[config.mk]
export PLATFORM = sky130hd
export DESIGN_NAME = scancode_to_ascii_key_fifo_top
export DESIGN_NICKNAME = d
export VERILOG_FILES = /design/src/hdl/sc2a_pkg.sv /design/src/hdl/sc2a_ram.sv /design/src/hdl/sc2a_xlate.sv /design/src/hdl/scancode_to_ascii_key_fifo_top.sv
export VERILOG_INCLUDE_DIRS = /design/src /design/src/hdl
export SDC_FILE = /design/constraint.sdc
export NUM_CORES = 2
export LEC_CHECK = 0
export ABC_AREA = 0
export ABC_CLOCK_PERIOD_IN_PS = 26200
export BUFFER_PORTS_ARGS = -buffer_cell sky130_fd_sc_hd__buf_4
export CORE_AREA = 2 2 497 499
export DETAILED_ROUTE_END_ITERATION = 16
export DIE_AREA = 0 0 499 501
export PLACE_DENSITY = 0.42
export SLEW_MARGIN = 0
export SYNTH_ARGS = -nofsm -noshare
export SYNTH_HDL_FRONTEND = slang
export SYNTH_SLANG_ARGS = --single-unit
[constraint.sdc]
create_clock -name clk -period 26.2 [get_ports clk]
set_input_delay 3.93 -clock clk [delete_from_list [all_inputs] [get_ports clk]]
set_output_delay 3.93 -clock clk [all_outputs]
set_load 0.05 [all_outputs]
[src/hdl/scancode_to_ascii_key_fifo_top_macros.svh]
// ----------------------------------------------------------------------------
// Scan code to ASCII key FIFO: assertion macros
// Concurrent checks sampled on clk and held off while rst is high.
// ----------------------------------------------------------------------------
`ifndef SCANCODE_TO_ASCII_KEY_FIFO_TOP_MACROS_SVH
`define SCANCODE_TO_ASCII_KEY_FIFO_TOP_MACROS_SVH

`ifndef SYNTHESIS

// cond and prop hold in the same cycle
`define SC2A_ASSERT_SAME(label, cond, prop) \
  label: assert property (@(posedge clk) disable iff (rst) (cond) |-> (prop)) \
    else $error("sc2a check failed");

// prop holds in the cycle after cond
`define SC2A_ASSERT_NEXT(label, cond, prop) \
  label: assert property (@(posedge clk) disable iff (rst) (cond) |=> (prop)) \
    else $error("sc2a check failed");

`else

`define SC2A_ASSERT_SAME(label, cond, prop)
`define SC2A_ASSERT_NEXT(label, cond, prop)

`endif

`endif

[src/hdl/sc2a_pkg.sv]
// ----------------------------------------------------------------------------
// sc2a_pkg
// Types, scan codes and key maps shared by the scan code to ASCII FIFO.
// ----------------------------------------------------------------------------
`timescale 1ns / 1ps
`default_nettype none

package sc2a_pkg;

  localparam int FIFO_DEPTH_DEF = 256;
  localparam int CHAR_W         = 7;

  // scan code set 1 make codes
  localparam logic [6:0] SC_LSHIFT   = 7'h2A;
  localparam logic [6:0] SC_RSHIFT   = 7'h36;
  localparam logic [6:0] SC_CTRL     = 7'h1D;
  localparam logic [6:0] SC_CAPS     = 7'h3A;
  localparam logic [6:0] KEY_MAP_LEN = 7'd58;

  // letter key code ranges
  localparam logic [6:0] SC_ROW1_LO = 7'h10;
  localparam logic [6:0] SC_ROW1_HI = 7'h19;
  localparam logic [6:0] SC_ROW2_LO = 7'h1E;
  localparam logic [6:0] SC_ROW2_HI = 7'h26;
  localparam logic [6:0] SC_ROW3_LO = 7'h2C;
  localparam logic [6:0] SC_ROW3_HI = 7'h32;

  localparam logic [CHAR_W-1:0] CH_LOWER_A = 7'h61;
  localparam logic [CHAR_W-1:0] CH_LOWER_Z = 7'h7A;
  localparam logic [CHAR_W-1:0] CH_UPPER_A = 7'h41;
  localparam logic [CHAR_W-1:0] CH_UPPER_Z = 7'h5A;

  // translator result for one scan byte
  typedef struct packed {
    logic              push;
    logic [CHAR_W-1:0] ch;
  } xlate_t;

  function automatic logic [CHAR_W-1:0] lower_map(input logic [5:0] idx);
    logic [CHAR_W-1:0] c;
    unique case (idx)
      6'd1:  c = 7'h1B;
      6'd2:  c = 7'h31;
      6'd3:  c = 7'h32;
      6'd4:  c = 7'h33;
      6'd5:  c = 7'h34;
      6'd6:  c = 7'h35;
      6'd7:  c = 7'h36;
      6'd8:  c = 7'h37;
      6'd9:  c = 7'h38;
      6'd10: c = 7'h39;
      6'd11: c = 7'h30;
      6'd12: c = 7'h2D;
      6'd13: c = 7'h3D;
      6'd14: c = 7'h08;
      6'd15: c = 7'h09;
      6'd16: c = 7'h71;
      6'd17: c = 7'h77;
      6'd18: c = 7'h65;
      6'd19: c = 7'h72;
      6'd20: c = 7'h74;
      6'd21: c = 7'h79;
      6'd22: c = 7'h75;
      6'd23: c = 7'h69;
      6'd24: c = 7'h6F;
      6'd25: c = 7'h70;
      6'd26: c = 7'h5B;
      6'd27: c = 7'h5D;
      6'd28: c = 7'h0A;
      6'd30: c = 7'h61;
      6'd31: c = 7'h73;
      6'd32: c = 7'h64;
      6'd33: c = 7'h66;
      6'd34: c = 7'h67;
      6'd35: c = 7'h68;
      6'd36: c = 7'h6A;
      6'd37: c = 7'h6B;
      6'd38: c = 7'h6C;
      6'd39: c = 7'h3B;
      6'd40: c = 7'h27;
      6'd41: c = 7'h60;
      6'd43: c = 7'h5C;
      6'd44: c = 7'h7A;
      6'd45: c = 7'h78;
      6'd46: c = 7'h63;
      6'd47: c = 7'h76;
      6'd48: c = 7'h62;
      6'd49: c = 7'h6E;
      6'd50: c = 7'h6D;
      6'd51: c = 7'h2C;
      6'd52: c = 7'h2E;
      6'd53: c = 7'h2F;
      6'd55: c = 7'h2A;
      6'd57: c = 7'h20;
      default: c = '0;
    endcase
    return c;
  endfunction

  function automatic logic [CHAR_W-1:0] upper_map(input logic [5:0] idx);
    logic [CHAR_W-1:0] c;
    unique case (idx)
      6'd1:  c = 7'h1B;
      6'd2:  c = 7'h21;
      6'd3:  c = 7'h40;
      6'd4:  c = 7'h23;
      6'd5:  c = 7'h24;
      6'd6:  c = 7'h25;
      6'd7:  c = 7'h5E;
      6'd8:  c = 7'h26;
      6'd9:  c = 7'h2A;
      6'd10: c = 7'h28;
      6'd11: c = 7'h29;
      6'd12: c = 7'h5F;
      6'd13: c = 7'h2B;
      6'd14: c = 7'h08;
      6'd15: c = 7'h09;
      6'd16: c = 7'h51;
      6'd17: c = 7'h57;
      6'd18: c = 7'h45;
      6'd19: c = 7'h52;
      6'd20: c = 7'h54;
      6'd21: c = 7'h59;
      6'd22: c = 7'h55;
      6'd23: c = 7'h49;
      6'd24: c = 7'h4F;
      6'd25: c = 7'h50;
      6'd26: c = 7'h7B;
      6'd27: c = 7'h7D;
      6'd28: c = 7'h0A;
      6'd30: c = 7'h41;
      6'd31: c = 7'h53;
      6'd32: c = 7'h44;
      6'd33: c = 7'h46;
      6'd34: c = 7'h47;
      6'd35: c = 7'h48;
      6'd36: c = 7'h4A;
      6'd37: c = 7'h4B;
      6'd38: c = 7'h4C;
      6'd39: c = 7'h3A;
      6'd40: c = 7'h22;
      6'd41: c = 7'h7E;
      6'd43: c = 7'h7C;
      6'd44: c = 7'h5A;
      6'd45: c = 7'h58;
      6'd46: c = 7'h43;
      6'd47: c = 7'h56;
      6'd48: c = 7'h42;
      6'd49: c = 7'h4E;
      6'd50: c = 7'h4D;
      6'd51: c = 7'h3C;
      6'd52: c = 7'h3E;
      6'd53: c = 7'h3F;
      6'd55: c = 7'h2A;
      6'd57: c = 7'h20;
      default: c = '0;
    endcase
    return c;
  endfunction

endpackage

`default_nettype wire

[src/hdl/sc2a_ram.sv]
// ----------------------------------------------------------------------------
// sc2a_ram
// Generic simple dual port RAM: one write port, one read port, registered read.
// ----------------------------------------------------------------------------
`timescale 1ns / 1ps
`default_nettype none

module sc2a_ram #(
  parameter int WIDTH = 8,
  parameter int DEPTH = 256,
  localparam int AW   = (DEPTH > 1) ? $clog2(DEPTH) : 1
) (
  input  wire logic             clk,
  input  wire logic             we,
  input  wire logic [AW-1:0]    waddr,
  input  wire logic [WIDTH-1:0] wdata,
  input  wire logic             re,
  input  wire logic [AW-1:0]    raddr,
  output logic      [WIDTH-1:0] rdata
);

  logic [WIDTH-1:0] mem [DEPTH];

  always_ff @(posedge clk) begin
    if (we) begin
      mem[waddr] <= wdata;
    end
    if (re) begin
      rdata <= mem[raddr];
    end
  end

endmodule

`default_nettype wire

[src/hdl/sc2a_xlate.sv]
// ----------------------------------------------------------------------------
// sc2a_xlate
// Modifier tracking and scan code set 1 to ASCII translation.
// ----------------------------------------------------------------------------
`timescale 1ns / 1ps
`default_nettype none

module sc2a_xlate
  import sc2a_pkg::*;
(
  input  wire logic       clk,
  input  wire logic       rst,
  input  wire logic       en,
  input  wire logic [7:0] scancode,
  output xlate_t          xl
);

  logic shift_held;
  logic ctrl_held;
  logic caps_on;

  logic              rel;
  logic [6:0]        code;
  logic              is_shift;
  logic              is_ctrl;
  logic              is_caps;
  logic              in_map;
  logic              is_letter;
  logic              upper;
  logic [CHAR_W-1:0] base;
  logic              ctrl_letter;
  logic [CHAR_W-1:0] ch;

  assign rel      = scancode[7];
  assign code     = scancode[6:0];
  assign is_shift = (code == SC_LSHIFT) || (code == SC_RSHIFT);
  assign is_ctrl  = (code == SC_CTRL);
  assign is_caps  = (code == SC_CAPS);
  assign in_map   = (code < KEY_MAP_LEN);

  assign is_letter = ((code >= SC_ROW1_LO) && (code <= SC_ROW1_HI)) ||
                     ((code >= SC_ROW2_LO) && (code <= SC_ROW2_HI)) ||
                     ((code >= SC_ROW3_LO) && (code <= SC_ROW3_HI));

  // caps lock inverts the shift choice only for letter keys
  assign upper = shift_held ^ (is_letter && caps_on);
  assign base  = upper ? upper_map(code[5:0]) : lower_map(code[5:0]);

  assign ctrl_letter = ctrl_held &&
                       (((base >= CH_LOWER_A) && (base <= CH_LOWER_Z)) ||
                        ((base >= CH_UPPER_A) && (base <= CH_UPPER_Z)));

  // ctrl+letter: low five bits give 1..26 for either case
  assign ch = ctrl_letter ? {2'b00, base[4:0]} : base;

  assign xl.ch   = ch;
  assign xl.push = !rel && !is_shift && !is_ctrl && !is_caps && in_map &&
                   (ch != '0);

  always_ff @(posedge clk) begin
    if (rst) begin
      shift_held <= 1'b0;
      ctrl_held  <= 1'b0;
      caps_on    <= 1'b0;
    end else if (en) begin
      if (rel) begin
        if (is_shift) begin
          shift_held <= 1'b0;
        end
        if (is_ctrl) begin
          ctrl_held <= 1'b0;
        end
      end else begin
        if (is_shift) begin
          shift_held <= 1'b1;
        end
        if (is_ctrl) begin
          ctrl_held <= 1'b1;
        end
        if (is_caps) begin
          caps_on <= !caps_on;
        end
      end
    end
  end

endmodule

`default_nettype wire

[src/hdl/scancode_to_ascii_key_fifo_top.sv]
// ----------------------------------------------------------------------------
// scancode_to_ascii_key_fifo_top
// Scan code set 1 keyboard translator feeding a character ring FIFO.
// ----------------------------------------------------------------------------
// Takes one beat per clock while in_stall is low: a scan code byte (kind 0)
// or a pop (kind 1), and gives one result beat per input beat, in order. The
// translated character is written into the FIFO RAM in the accept cycle, and
// a pop reads the RAM through its registered read port, so the result sits in
// the read stage and then moves to the output register. The single read and
// single write port of the RAM set the one-beat-per-cycle rate. The FIFO holds
// up to FIFO_DEPTH-1 characters; a character pushed into a full FIFO is lost
// and flagged with dropped. The RAM needs no clearing after reset and the
// block accepts beats right away.
`timescale 1ns / 1ps
`default_nettype none

`include "scancode_to_ascii_key_fifo_top_macros.svh"

module scancode_to_ascii_key_fifo_top
  import sc2a_pkg::*;
#(
  parameter int FIFO_DEPTH = FIFO_DEPTH_DEF
) (
  input  wire logic              clk,
  input  wire logic              rst,
  input  wire logic              in_valid,
  output logic                   in_stall,
  input  wire logic              kind,
  input  wire logic [7:0]        scancode,
  output logic                   out_valid,
  input  wire logic              out_stall,
  output logic      [CHAR_W-1:0] char_out,
  output logic                   char_valid,
  output logic                   key_available,
  output logic                   dropped
);

  localparam int AW = $clog2(FIFO_DEPTH);

  function automatic logic [AW-1:0] ring_next(input logic [AW-1:0] p);
    return (p == AW'(FIFO_DEPTH - 1)) ? '0 : p + 1'b1;
  endfunction

  xlate_t xl;

  logic [AW-1:0] rptr;
  logic [AW-1:0] wptr;
  logic [AW-1:0] rptr_next;
  logic [AW-1:0] wptr_next;
  logic [AW-1:0] wptr_inc;

  logic in_fire;
  logic scan_fire;
  logic pop_fire;
  logic full;
  logic empty;
  logic push_do;
  logic drop_do;
  logic pop_do;

  logic [CHAR_W-1:0] rdata;

  // read stage: RAM data plus the result flags of the same beat
  logic s1_valid;
  logic s1_hit;
  logic s1_avail;
  logic s1_drop;
  logic s1_adv;

  assign in_fire   = in_valid && !in_stall;
  assign scan_fire = in_fire && !kind;
  assign pop_fire  = in_fire && kind;

  sc2a_xlate u_xlate (
    .clk      (clk),
    .rst      (rst),
    .en       (scan_fire),
    .scancode (scancode),
    .xl       (xl)
  );

  assign wptr_inc = ring_next(wptr);
  assign full     = (wptr_inc == rptr);
  assign empty    = (wptr == rptr);
  assign push_do  = scan_fire && xl.push && !full;
  assign drop_do  = scan_fire && xl.push && full;
  assign pop_do   = pop_fire && !empty;

  assign wptr_next = push_do ? wptr_inc : wptr;
  assign rptr_next = pop_do ? ring_next(rptr) : rptr;

  sc2a_ram #(
    .WIDTH (CHAR_W),
    .DEPTH (FIFO_DEPTH)
  ) u_ram (
    .clk   (clk),
    .we    (push_do),
    .waddr (wptr),
    .wdata (xl.ch),
    .re    (pop_do),
    .raddr (rptr),
    .rdata (rdata)
  );

  always_ff @(posedge clk) begin
    if (rst) begin
      rptr <= '0;
      wptr <= '0;
    end else begin
      rptr <= rptr_next;
      wptr <= wptr_next;
    end
  end

  // RAM read data holds while the read stage waits, since no new pop fires
  assign s1_adv   = s1_valid && (!out_valid || !out_stall);
  assign in_stall = s1_valid && !s1_adv;

  always_ff @(posedge clk) begin
    if (rst) begin
      s1_valid <= 1'b0;
    end else if (in_fire) begin
      s1_valid <= 1'b1;
    end else if (s1_adv) begin
      s1_valid <= 1'b0;
    end
  end

  always_ff @(posedge clk) begin
    if (in_fire) begin
      s1_hit   <= pop_do;
      s1_avail <= (rptr_next != wptr_next);
      s1_drop  <= drop_do;
    end
  end

  always_ff @(posedge clk) begin
    if (rst) begin
      out_valid <= 1'b0;
    end else if (s1_adv) begin
      out_valid <= 1'b1;
    end else if (!out_stall) begin
      out_valid <= 1'b0;
    end
  end

  always_ff @(posedge clk) begin
    if (s1_adv) begin
      char_out      <= s1_hit ? rdata : '0;
      char_valid    <= s1_hit;
      key_available <= s1_avail;
      dropped       <= s1_drop;
    end
  end

  `SC2A_ASSERT_SAME(a_no_overfill, push_do, wptr_inc != rptr)
  `SC2A_ASSERT_NEXT(a_fire_reaches_s1, in_fire, s1_valid)
  `SC2A_ASSERT_SAME(a_pop_char_nonzero, out_valid && char_valid, char_out != '0 && !dropped)
  `SC2A_ASSERT_SAME(a_no_char_is_zero, out_valid && !char_valid, char_out == '0)

endmodule

`default_nettype wire
==> results.cfg <==
[detailed_routing]
vias = 33800
wl_met2_mm = 94.7
wl_met1_mm = 91.1
drc = 0
routedWlPerCell_um = 29.2
viasPerCell = 4.98
final_antenna_net_count = 0
dr.pass1.iters = 5
wl_met3_mm = 9.18
top_layer_used = met4
wl_mm = 198
drt_iter0_markers = 2935

[setup_path]
path_class = in -> reg
crit_buf_inv = 6
critPathTopFamily = buffers and inverters
critPathMostFrequentCell = buf_4
path_max_fanout = 169
worstPathArrival_ns = 9.34
end_kind = flip-flop
worst_ep_required_time_ns = 26.71
path_cells = buf_4 > inv_1 > ha_1 > nor2b_1 > o21ai_0 > a32oi_1 > xnor2_2 > buf_4 > mux2i_4 > buf_12 > nand2_1 > o211ai_1 > nor2_1 > nor2b_4 > buf_4 > buf_4
cpMaxStageDelayCell = buf_4
critPathLaunchType = primary input
critPathMaxStageDelay_ns = 0.72

[grt]
track_usage_pct = 15.8
grt_max_degree = 177
grt-ovfl-total = 0
grt_pass1_wl_mm = 281
antenna_found_initial = 9
grt_pass1_vias = 35100

[final_layout]
area_growth_pct = 13.5
fillers = 22700
drive_gt1_share_pct = 28.0
final_cell_area_um2 = 82900
fin_nets = 3444
final_cells = 6786

[power_and_ir_drop]
seqPwrFrac_pct = 53.2
swShare_pct = 21.8
combPwrFrac_pct = 4.6
ir_drop_mv = 0.0577
power_leakage_nw = 23.6
cellPowerDensity_nw_per_um2 = 74.6
power.switching_mw = 1.35
clkPwrFrac_pct = 42.2
internal-power_mw = 4.84

[cts]
post_cts_buffers = 0
cts_resized = 0
cts_root_buf = clkbuf_16
cts_made_buffers = 197
cts_buffer_depth = 3
postCtsHoldBufs = 0
cts.sink_count = 1833
cts_tree = done
clock_latency_ns = 0.85
clk_pin_slew_ns = 0.06
htreeDepth = 4

[synth]
synth_ff_type = edfxtp_1
async_flop_share_pct = 0
synth_area_um2 = 73000
ys_seq_area_share_pct = 75.1
syn_inst = 3328
synth_edf_count = 1812
synth_top_cell_by_area = edfxtp_1
yosys.area.top_type_share_pct = 74.5
synth.avg_cell_area_um2 = 21.9
yosysMostFrequentCell = edfxtp_1
yosysUniqueCellTypes = 82
synthTopCellsByArea = edfxtp_1 75%, mux4_2 18%, nor2_1 1.5%
synth_common_cells = 1,812 x edfxtp_1, 591 x mux4_2, 297 x nor2_1, 85 x buf_2, 77 x clkbuf_1
yosysWarnings = 0
synth_seq_cells = 1833
syn_nets = 3357

[timing]
tightest_slew_ns = 1.16
final.setup.tns_ns = 0
drv_slew = 0
hold_viol = 0
rsz0062_at_grt = no
maxSlewHeadroom_pct = 22.7
fin_crit_ns = 8.83
fin_crit_sh_pct = 33.7
max_freq_mhz = 113
clock_skew_ns = 0.0422
setup_viol = 0

[floorplan]
ioPinCount = 25
initial_core_util_pct = 29.8
fp-row-count = 182
dieArea_um2 = 250000
fp.dieH_um = 501
coreArea_um2 = 245000
die_width_um = 499

[place]
placed_cells = 6436
numPortBuffers = 24
hpwl_mm = 119
gp_congestion = 0.769
place_area_um2 = 76900

[run]
maxCapViolations = 0

[run_status]
status = finished, final reports clean

[hold_path]
hold_path.class = reg -> reg
==> power groups by stage <==
| stage | combinational [mW] | sequential, mW | clock, mW |
|---|---|---|---|
| global route | 0.308 | 3.29 | 2.79 |
| global placement | 0.293 | 3.35 | 0 |
| CTS | 0.296 | 3.29 | 2.68 |
| detailed placement | 0.296 | 3.35 | 0 |
| finish | 0.285 | 3.29 | 2.61 |
| floorplan | 0.161 | 3.39 | 0 |
==> cells by family (layout without fill, tap and decap cells) <==
kind of cell | count (synthesis) | in the layout | share of synthesized area, %
flops | 1833 | 1833 | 75.1
fa+ha+maj | 16 | 16 | 0.274
other cells | 0 | 1 | 0
buf+inv | 224 | 461 | 1.46
xor+xnor | 37 | 37 | 0.444
mux | 610 | 610 | 18.5
compound gates | 115 | 115 | 1.16
simple gates | 493 | 493 | 3.05
==> metrics by stage <==
step	total power, mW	hold WS [ns]	setup slack, ns	utilization [%]
6_report	6.19	0.418	17.37	33.9
5_1_grt	6.39	0.441	16.93	33.9
3_3_place_gp	3.65	0.402	16.40	31.4
2_1_floorplan	3.56	0.400	4.80	-
4_1_cts	6.27	0.419	17.27	33.9
3_5_place_dp	3.65	0.405	16.40	31.4
==> worst paths after layout <==
path	startpoint	to	slack (ns)	cells past startpoint
hold / removal	s1_avail	key_available	0.42	0
setup reg to reg	rptr[0]	u_ram.rdata[6]	20.00	9
setup / recovery	scancode[0]	u_ram.mem[97][6]	17.37	16
hold reg to reg	s1_avail	key_available	0.42	0
==> layout make-up <==
type | instances | area [µm²] | area share (%)
Inverter | 17 | 63.8 | 0.0770
Clock buffer | 252 | 5270 | 6.36
Timing Repair Buffer | 95 | 776 | 0.936
Clock inverter | 97 | 671 | 0.809
Sequential cell | 1833 | 54900 | 66.2
Multi-Input combinational cell | 1271 | 17200 | 20.8
Tap cell | 3220 | 4030 | 4.86
Antenna cell | 1 | 2.50 | 0.00302
==> metal layers <==
metal / global-route usage, % / vias to the layer above
met5: 0 / -
met4: 3.54 / 0
met3: 2.59 / 227
met2: 25.4 / 828
met1: 22.6 / 18600
li1: - / 14100
==> flip-flops by register name, indices dropped and copies added, names as in the netlist, 7 cells and up <==
name	cells
wptr	8
u_ram.rdata	7
char_out	7
u_ram.mem	1792
rptr	8
==> placed cells by master (no fill, tap or decap), drive strengths merged, types with 3 or more instances in the layout <==
cell     netlist  routed
nor4           6       6
and2          16      16
dfxtp         21      21
ha            16      16
clkbuf        77     252
a311oi         5       5
o21ai         24      24
o21a           5       5
nor2         297     297
edfxtp      1812    1812
a21oi         23      23
nand3         19      19
nor3          12      12
mux4         591     591
and3b          4       4
nand3b         6       6
nand2         67      67
and3           6       6
a211oi         8       8
or3            4       4
a2111oi        5       5
inv           17      25
mux2i         13      13
bufinv         0       6
clkinv         0      82
o221ai         3       3
xnor2         24      24
a221o          4       4
nand4          7       7
or2            3       3
nand2b        16      16
xor2          13      13
nor2b         17      17
a31oi          4       4
mux2           6       6
buf          130      95
o211ai         4       4
No activity file was read; power rests on OpenSTA's default activity.
